==> src/design/lpps_pkg.sv <==
// Shared types, constants and helpers for the list push/pop/search block.
package lpps_pkg;

  localparam int DEPTH   = 32;
  localparam int IDX_W   = (DEPTH > 1) ? $clog2(DEPTH) : 1;
  localparam int CNT_W   = $clog2(DEPTH + 1);
  localparam int RES_CAP = 32;
  localparam int MCNT_W  = $clog2(RES_CAP + 1);

  localparam logic [1:0] FUNC_PUSH   = 2'd0;
  localparam logic [1:0] FUNC_POP    = 2'd1;
  localparam logic [1:0] FUNC_SEARCH = 2'd2;

  localparam logic [1:0] OP_PUSH   = 2'd0;
  localparam logic [1:0] OP_POP    = 2'd1;
  localparam logic [1:0] OP_SEARCH = 2'd2;
  localparam logic [1:0] OP_NOP    = 2'd3;

  localparam logic [2:0] ST_DONE  = 3'd0;
  localparam logic [2:0] ST_EMPTY = 3'd1;
  localparam logic [2:0] ST_FULL  = 3'd2;
  localparam logic [2:0] ST_MATCH = 3'd3;
  localparam logic [2:0] ST_NONE  = 3'd4;

  typedef struct packed {
    logic [1:0]         func;
    logic signed [31:0] value;
  } in_word_t;

  typedef struct packed {
    logic [2:0]         status;
    logic [4:0]         position;
    logic signed [31:0] found_value;
    logic               last;
  } out_word_t;

  typedef struct packed {
    logic [1:0]         op;
    logic signed [31:0] value;
  } cmd_t;

  function automatic logic [4:0] pos_field(input logic [CNT_W-1:0] p);
    logic [31:0] t;
    t = 32'(p);
    return t[4:0];
  endfunction

endpackage

==> src/design/list_push_front_pop_back_search.sv <==
// Top level of the bounded list with push-front, pop-back and search.
//
//   channel  ports                        word        direction
//   in       in_valid in_ready in_data    in_word_t   into block
//   out      out_valid out_ready out_data out_word_t  out of block
//
// Push, pop and unused codes are completed in the back end's idle state once queued.
// Search steps in the back end: accept, one entry read per cycle (held while a match
// waits for the result register), a compare of the last read, and the final result.
// A second match, the final result and a new command wait for a free result register.
// A two-word command queue lets input words be taken while the back end works.
// Reset (rst_n low, synchronous) empties the list; entry memory is not cleared.
module list_push_front_pop_back_search
  import lpps_pkg::*;
(
  input  logic      clk,
  input  logic      rst_n,
  input  logic      in_valid,
  output logic      in_ready,
  input  in_word_t  in_data,
  output logic      out_valid,
  input  logic      out_ready,
  output out_word_t out_data
);

  logic q_valid;
  logic q_ready;
  cmd_t q_cmd;

  lpps_front u_front (
    .clk      (clk),
    .rst_n    (rst_n),
    .in_valid (in_valid),
    .in_ready (in_ready),
    .in_data  (in_data),
    .q_valid  (q_valid),
    .q_ready  (q_ready),
    .q_cmd    (q_cmd)
  );

  lpps_back u_back (
    .clk       (clk),
    .rst_n     (rst_n),
    .q_valid   (q_valid),
    .q_ready   (q_ready),
    .q_cmd     (q_cmd),
    .out_valid (out_valid),
    .out_ready (out_ready),
    .out_data  (out_data)
  );

endmodule

==> src/design/lpps_front.sv <==
// Front end: accepts input words, decodes the operation and queues commands.
module lpps_front
  import lpps_pkg::*;
(
  input  logic     clk,
  input  logic     rst_n,
  input  logic     in_valid,
  output logic     in_ready,
  input  in_word_t in_data,
  output logic     q_valid,
  input  logic     q_ready,
  output cmd_t     q_cmd
);

  cmd_t       q_r [2];
  logic       wr_ptr_r, wr_ptr_nxt;
  logic       rd_ptr_r, rd_ptr_nxt;
  logic [1:0] cnt_r, cnt_nxt;
  logic       push, pop;
  cmd_t       cmd;

  always_comb begin
    cmd.value = in_data.value;
    case (in_data.func)
      FUNC_PUSH:   cmd.op = OP_PUSH;
      FUNC_POP:    cmd.op = OP_POP;
      FUNC_SEARCH: cmd.op = OP_SEARCH;
      default:     cmd.op = OP_NOP;
    endcase
  end

  assign in_ready = (cnt_r != 2'd2);
  assign q_valid  = (cnt_r != 2'd0);
  assign q_cmd    = q_r[rd_ptr_r];
  assign push     = in_valid && in_ready;
  assign pop      = q_valid && q_ready;

  always_comb begin
    wr_ptr_nxt = push ? ~wr_ptr_r : wr_ptr_r;
    rd_ptr_nxt = pop ? ~rd_ptr_r : rd_ptr_r;
    cnt_nxt    = cnt_r + {1'b0, push} - {1'b0, pop};
  end

  always_ff @(posedge clk) begin
    if (!rst_n) begin
      wr_ptr_r <= 1'b0;
      rd_ptr_r <= 1'b0;
      cnt_r    <= 2'd0;
    end else begin
      wr_ptr_r <= wr_ptr_nxt;
      rd_ptr_r <= rd_ptr_nxt;
      cnt_r    <= cnt_nxt;
    end
  end

  always_ff @(posedge clk) begin
    if (push) begin
      q_r[wr_ptr_r] <= cmd;
    end
  end

endmodule

==> src/design/lpps_back.sv <==
// Back end: list state, entry memory, search scan and result register.
module lpps_back
  import lpps_pkg::*;
(
  input  logic      clk,
  input  logic      rst_n,
  input  logic      q_valid,
  output logic      q_ready,
  input  cmd_t      q_cmd,
  output logic      out_valid,
  input  logic      out_ready,
  output out_word_t out_data
);

  localparam logic [1:0] S_IDLE  = 2'd0;
  localparam logic [1:0] S_SCAN  = 2'd1;
  localparam logic [1:0] S_FLUSH = 2'd2;

  logic [31:0] mem [DEPTH];

  logic [1:0]         state_r, state_nxt;
  logic [IDX_W-1:0]   front_r, front_nxt;
  logic [CNT_W-1:0]   count_r, count_nxt;
  logic signed [31:0] key_r, key_nxt;
  logic [CNT_W-1:0]   issue_r, issue_nxt;
  logic               cmp_v_r, cmp_v_nxt;
  logic [CNT_W-1:0]   cmp_pos_r, cmp_pos_nxt;
  logic signed [31:0] rd_data_r;
  logic               pend_v_r, pend_v_nxt;
  logic [CNT_W-1:0]   pend_pos_r, pend_pos_nxt;
  logic signed [31:0] pend_val_r, pend_val_nxt;
  logic [MCNT_W-1:0]  mcnt_r, mcnt_nxt;
  logic               cap_r, cap_nxt;
  logic               out_v_r;
  out_word_t          out_r;

  logic             out_free, load_out, mem_we, rd_en;
  logic             hit, stall, cap_hit;
  out_word_t        out_word;
  logic [IDX_W-1:0] dec_front, rd_addr;
  logic [IDX_W:0]   addr_sum;

  assign out_free  = !out_v_r || out_ready;
  assign dec_front = (front_r == '0) ? IDX_W'(DEPTH - 1) : front_r - 1'b1;
  assign addr_sum  = {1'b0, front_r} + {1'b0, issue_r[IDX_W-1:0]};
  assign rd_addr   = (addr_sum >= (IDX_W+1)'(DEPTH)) ?
                     IDX_W'(addr_sum - (IDX_W+1)'(DEPTH)) : addr_sum[IDX_W-1:0];
  assign hit       = cmp_v_r && (rd_data_r == key_r);
  assign stall     = hit && pend_v_r && !out_free;
  assign cap_hit   = hit && (mcnt_r == MCNT_W'(RES_CAP - 1));

  always_comb begin
    state_nxt    = state_r;
    front_nxt    = front_r;
    count_nxt    = count_r;
    key_nxt      = key_r;
    issue_nxt    = issue_r;
    cmp_v_nxt    = cmp_v_r;
    cmp_pos_nxt  = cmp_pos_r;
    pend_v_nxt   = pend_v_r;
    pend_pos_nxt = pend_pos_r;
    pend_val_nxt = pend_val_r;
    mcnt_nxt     = mcnt_r;
    cap_nxt      = cap_r;
    q_ready      = 1'b0;
    load_out     = 1'b0;
    mem_we       = 1'b0;
    rd_en        = 1'b0;
    out_word     = '0;
    out_word.last = 1'b1;
    case (state_r)
      S_IDLE: begin
        if (q_valid && out_free) begin
          q_ready = 1'b1;
          case (q_cmd.op)
            OP_PUSH: begin
              load_out = 1'b1;
              if (count_r == CNT_W'(DEPTH)) begin
                out_word.status = ST_FULL;
              end else begin
                out_word.status = ST_DONE;
                front_nxt = dec_front;
                count_nxt = count_r + 1'b1;
                mem_we    = 1'b1;
              end
            end
            OP_POP: begin
              load_out = 1'b1;
              if (count_r == '0) begin
                out_word.status = ST_EMPTY;
              end else begin
                out_word.status = ST_DONE;
                count_nxt = count_r - 1'b1;
              end
            end
            OP_SEARCH: begin
              if (count_r == '0) begin
                load_out = 1'b1;
                out_word.status = ST_EMPTY;
              end else begin
                state_nxt  = S_SCAN;
                key_nxt    = q_cmd.value;
                issue_nxt  = '0;
                cmp_v_nxt  = 1'b0;
                pend_v_nxt = 1'b0;
                mcnt_nxt   = '0;
                cap_nxt    = 1'b0;
              end
            end
            default: begin
              load_out = 1'b1;
              out_word.status = ST_DONE;
            end
          endcase
        end
      end
      S_SCAN: begin
        if (!stall) begin
          if (hit) begin
            if (pend_v_r) begin
              load_out             = 1'b1;
              out_word.status      = ST_MATCH;
              out_word.position    = pos_field(pend_pos_r);
              out_word.found_value = pend_val_r;
              out_word.last        = 1'b0;
            end
            pend_v_nxt   = 1'b1;
            pend_pos_nxt = cmp_pos_r;
            pend_val_nxt = rd_data_r;
            mcnt_nxt     = mcnt_r + 1'b1;
            if (cap_hit) begin
              cap_nxt = 1'b1;
            end
          end
          if ((issue_r < count_r) && !cap_r && !cap_hit) begin
            rd_en       = 1'b1;
            cmp_v_nxt   = 1'b1;
            cmp_pos_nxt = issue_r;
            issue_nxt   = issue_r + 1'b1;
          end else begin
            cmp_v_nxt = 1'b0;
            state_nxt = S_FLUSH;
          end
        end
      end
      S_FLUSH: begin
        if (out_free) begin
          load_out = 1'b1;
          if (pend_v_r) begin
            out_word.status      = ST_MATCH;
            out_word.position    = pos_field(pend_pos_r);
            out_word.found_value = pend_val_r;
          end else begin
            out_word.status = ST_NONE;
          end
          state_nxt = S_IDLE;
        end
      end
      default: begin
        state_nxt = S_IDLE;
      end
    endcase
  end

  always_ff @(posedge clk) begin
    if (!rst_n) begin
      state_r  <= S_IDLE;
      front_r  <= '0;
      count_r  <= '0;
      cmp_v_r  <= 1'b0;
      pend_v_r <= 1'b0;
      cap_r    <= 1'b0;
      out_v_r  <= 1'b0;
    end else begin
      state_r  <= state_nxt;
      front_r  <= front_nxt;
      count_r  <= count_nxt;
      cmp_v_r  <= cmp_v_nxt;
      pend_v_r <= pend_v_nxt;
      cap_r    <= cap_nxt;
      if (load_out) begin
        out_v_r <= 1'b1;
      end else if (out_ready) begin
        out_v_r <= 1'b0;
      end
    end
  end

  always_ff @(posedge clk) begin
    key_r      <= key_nxt;
    issue_r    <= issue_nxt;
    cmp_pos_r  <= cmp_pos_nxt;
    pend_pos_r <= pend_pos_nxt;
    pend_val_r <= pend_val_nxt;
    mcnt_r     <= mcnt_nxt;
    if (load_out) begin
      out_r <= out_word;
    end
  end

  always_ff @(posedge clk) begin
    if (mem_we) begin
      mem[dec_front] <= q_cmd.value;
    end
    if (rd_en) begin
      rd_data_r <= mem[rd_addr];
    end
  end

  assign out_valid = out_v_r;
  assign out_data  = out_r;

endmodule
==> config.mk <==
export PLATFORM = sky130hd
export DESIGN_NAME = list_push_front_pop_back_search
export DESIGN_NICKNAME = d
export VERILOG_FILES = /design/src/design/lpps_pkg.sv /design/src/design/list_push_front_pop_back_search.sv /design/src/design/lpps_front.sv /design/src/design/lpps_back.sv
export SDC_FILE = /design/constraint.sdc
export NUM_CORES = 1
export LEC_CHECK = 0
export BUFFER_PORTS_ARGS = -buffer_cell sky130_fd_sc_hd__buf_2
export CORE_MARGIN = 3
export CORE_UTILIZATION = 60
export CTS_CLUSTER_SIZE = 14
export DETAILED_ROUTE_END_ITERATION = 16
export HOLD_SLACK_MARGIN = 0.06
export PLACE_DENSITY = 0.79
export SLEW_MARGIN = 20
export SYNTH_ARGS = -nofsm -noshare
export SYNTH_HDL_FRONTEND = slang
export SYNTH_SLANG_ARGS = --single-unit
==> constraint.sdc <==
create_clock -name clk -period 8.3 [get_ports clk]
set_clock_uncertainty 0.05 [all_clocks]
set_input_delay 0.83 -clock clk [delete_from_list [all_inputs] [get_ports clk]]
set_output_delay 0.83 -clock clk [all_outputs]
set_load 0.005 [all_outputs]
==> impl_results.md <==
* Outcome: finished clean
* Clk buf depth at 3
* Ys flop type: edfxtp_1
* Crit path buffers/inverters at 1
* Slew @ Worst Pin at 1.28 ns
* CTS tree: yes
* Fmax at 216 MHz
* Slew Limit Headroom at 15.0%
* Largest net degree at the start of global routing at 156
* Final setup violation count at 0
* Post-Place Setup Slack at 3.80 ns
* Sequential cell area at 38000 um2
* Gpl congestion at 0.833
* Dpl cell area at 51100 um2
* Final nets at 2724
* Pwr Density at 331 nW/um2
* Most common cell after layout, fill and taps aside: edfxtp_1
* HP Class: in2reg
* Post-layout util at 67.9%
* Worst endpoint data arrival time at 4.91 ns
* Layout filler cell count at 4770
* Most frequent cells in the layout: 1251 x edfxtp_1, 312 x nand2_1, 256 x mux4_2, 175 x nand3_1, 122 x clkbuf_16
* Slowest cell delay on critical path at 1.06 ns
* Hold path endpoint: u_front.q_r[1][20]$_DFFE_PP_
* Clock sinks at 1273
* Mean post-synth cell area at 19.4 um2
* Vias in the first global route at 26700
* Top post-synthesis cells by area: edfxtp_1 77%, mux4_2 12%, nand2_1 2.4%
* Crit path cell chain: mux2i_1 -> ha_1 -> o211a_1 -> and2b_1 -> nand3_2 -> nor2_4 -> buf_4
* Initial antenna violation count at 3
* Multi-input logic area at 10800 um2
* Total grt overflow at 0
* Die Y at 292 um
* CP Capture Type: register
* Share of the synthesized area in the top cell type at 76.5%
* RSZ-0062 raised after global routing: false
* Worst path slowest cell: dfxtp_2
* Post-route ant nets at 0
* Drt via density at 6.84
* Port Buffers at 80
* Post-CTS sizing at 0
* Warnings, synthesis at 0
* H-tree depth at 3
* Initial DRC count at 4087
* Max VDD drop at 0.244 mV
* Post-route cell area at 54900 um2
* Max-Cap Viols at 0
* DIE WIDTH at 292 um
* Worst EP required at 8.58 ns
* Detailed placement HPWL at 64100 um
* Seq/Total Area, Yosys at 77.4%
* Top-Level Pins at 81
* Tot Pwr at 18.2 mW
* Post-CTS setup buffer count at 0
* Crit-path leading delay family: simple AND/OR/NAND/NOR gates
* Reg2Reg Setup Slack at 3.67 ns
* Die ar. at 85300 um2
* Crit path time final at 4.63 ns
* Initial Util at 60.7%
* Post-synth EDFFs at 1251
* Synthesized instance count at 2529
* Share of cells above drive strength 1 at 23.3%
* Setup CP Type: reg2reg
* Clock slew at reported path FFs at 0.07 ns
* Via count at 26200
* Crit Path Max Fanout at 34
* Core area at 80800 um2
* Most area-hungry cell type in the Yosys netlist: edfxtp_1
* Post-Syn Area at 49100 um2
* Period utilisation layout at 55.7%
* Final Hold Fails at 0
* CP Launch Type: register
* Slew Viols, Final at 0
* Setup_tns at 0 ns
* Worst Reg-to-Reg Cells at 7
* Post-synth net total at 2595
* CTS buffer count at 119
* Distinct cells, synth at 52
* RR Endpoint: u_back.mem[5][15]$_DFFE_PP_
* Post-route DRC at 0
* First-pass GRT wire length at 183000 um
* Clock latency on the worst-skew pair at 0.70 ns
* Tot GR Track Use at 29.9%
* Hold_sp: in_data[20]
* Final WS setup at 3.67 ns
* Row count at 104
* Area growth syn-to-layout at 11.8%
* Clock Tree Root: clkbuf_16
* DRT Pass-1 Iters at 6
* Wire length per cell at 32.8 um
* FF+latch count, synth at 1273
* Synth async-reset ratio at 0%
* Leakage at 17.9 nW
* Hold depth at 1
* # hold bufs at CTS at 0
* Detailed-route wire length at 126000 um
-- metrics by stage --
step                      cells  hold slack, ns
final                      3823           0.276
after global routing       3822           0.260
after CTS                  3821           0.247
after detailed placement   3597           0.356
after global placement     3597           0.352
after floorplan            2529           0.350
-- state kept, by name (all words and copies together) (netlist names), 2 cells and up, named ones only --
register	cells
u_back.state_r	2
u_back.mem	1024
u_back.front_r	5
u_back.cmp_pos_r	5
u_back.key_r	32
u_front.q_r	68
u_back.mcnt_r	6
u_back.pend_pos_r	5
u_back.issue_r	6
u_front.cnt_r	2
u_back.count_r	6
u_back.pend_val_r	32
u_back.out_data	41
u_back.rd_data_r	32
-- routing by layer --
layer  vias to the layer above  share of wire, %  track usage [%]
li1                      10300                 -                -
met1                     13300                34             40.3
met2                      2140                48             47.1
met3                       364                13             7.99
met4                         2               4.1             12.7
met5                         -            0.0056                0
-- how the worst max path moves through the flow --
stage	from	depth (start not counted)	slack, ns	to
6_report	register	7	3.67	u_back.mem[5][15]$_DFFE_PP_
4_1_cts	register	7	3.73	u_back.mem[5][9]$_DFFE_PP_
3_5_place_dp	register	7	3.80	u_back.mem[5][9]$_DFFE_PP_
5_1_grt	register	7	3.55	u_back.mem[22][13]$_DFFE_PP_
2_1_floorplan	register	8	3.82	u_back.out_data[0]$_SDFFCE_PP1P_
3_3_place_gp	register	7	3.99	u_back.mem[6][27]$_DFFE_PP_
-- power breakdown --
group	internal [mW]	total [mW]	leakage [nW]	switching (mW)
Combinational	1.58	4.67	4.58	3.09
Sequential	8.00	8.16	11.5	0.164
Clock	2.99	5.34	1.86	2.35
Total	12.6	18.2	17.9	5.60
-- Yosys cell counts, types with 2 or more instances --
| library cell | count |
|---|---|
| a21o_1 | 6 |
| a21oi_1 | 18 |
| a31oi_1 | 5 |
| and2_1 | 13 |
| and3_1 | 39 |
| buf_1 | 11 |
| buf_2 | 36 |
| clkbuf_1 | 74 |
| dfxtp_1 | 22 |
| edfxtp_1 | 1251 |
| fa_1 | 2 |
| ha_1 | 26 |
| inv_1 | 26 |
| mux2_2 | 32 |
| mux2i_1 | 4 |
| mux4_2 | 256 |
| nand2_1 | 312 |
| nand2b_1 | 6 |
| nand3_1 | 175 |
| nand3_2 | 2 |
| nand4_1 | 2 |
| nor2_1 | 61 |
| nor2b_1 | 6 |
| nor3_1 | 6 |
| nor4_1 | 8 |
| nor4_2 | 2 |
| o211a_1 | 6 |
| o21ai_0 | 34 |
| o21ai_1 | 10 |
| xnor2_1 | 27 |
| xor2_1 | 30 |
-- logic make-up (layout without fill, tap and decap cells) --
family,after synthesis,count (layout),synth area share (%)
AO/OA/AOI/OAI,88,88,1.08
XOR/XNOR,57,57,1.02
adder cells (fa/ha/maj),28,28,0.744
buffers and inverters,150,382,1.28
flip-flops,1273,1273,77.4
multiplexers,292,292,12.6
other,0,2,0
AND/OR/NAND/NOR,641,641,5.88
-- worst register-to-register path: cells and delay by family, from the launching register on --
kind / cells / cell delay, ns
mux: 1 / 0.42
compound gates: 1 / 0.35
flops: 1 / 1.06
buf+inv: 1 / 0.52
fa+ha+maj: 1 / 0.28
simple gates: 3 / 1.55
-- final cells by class --
class                           instances  share of cell area, %
Multi-Input combinational cell       1106                   19.7
Timing Repair Buffer                  132                   1.51
Sequential cell                      1273                   69.3
Tap cell                             1060                   2.42
Clock inverter                         59                  0.937
Clock buffer                          165                   5.99
Antenna cell                            2                0.00912
Inverter                               26                  0.178
No activity file was read; power rests on OpenSTA's default activity.
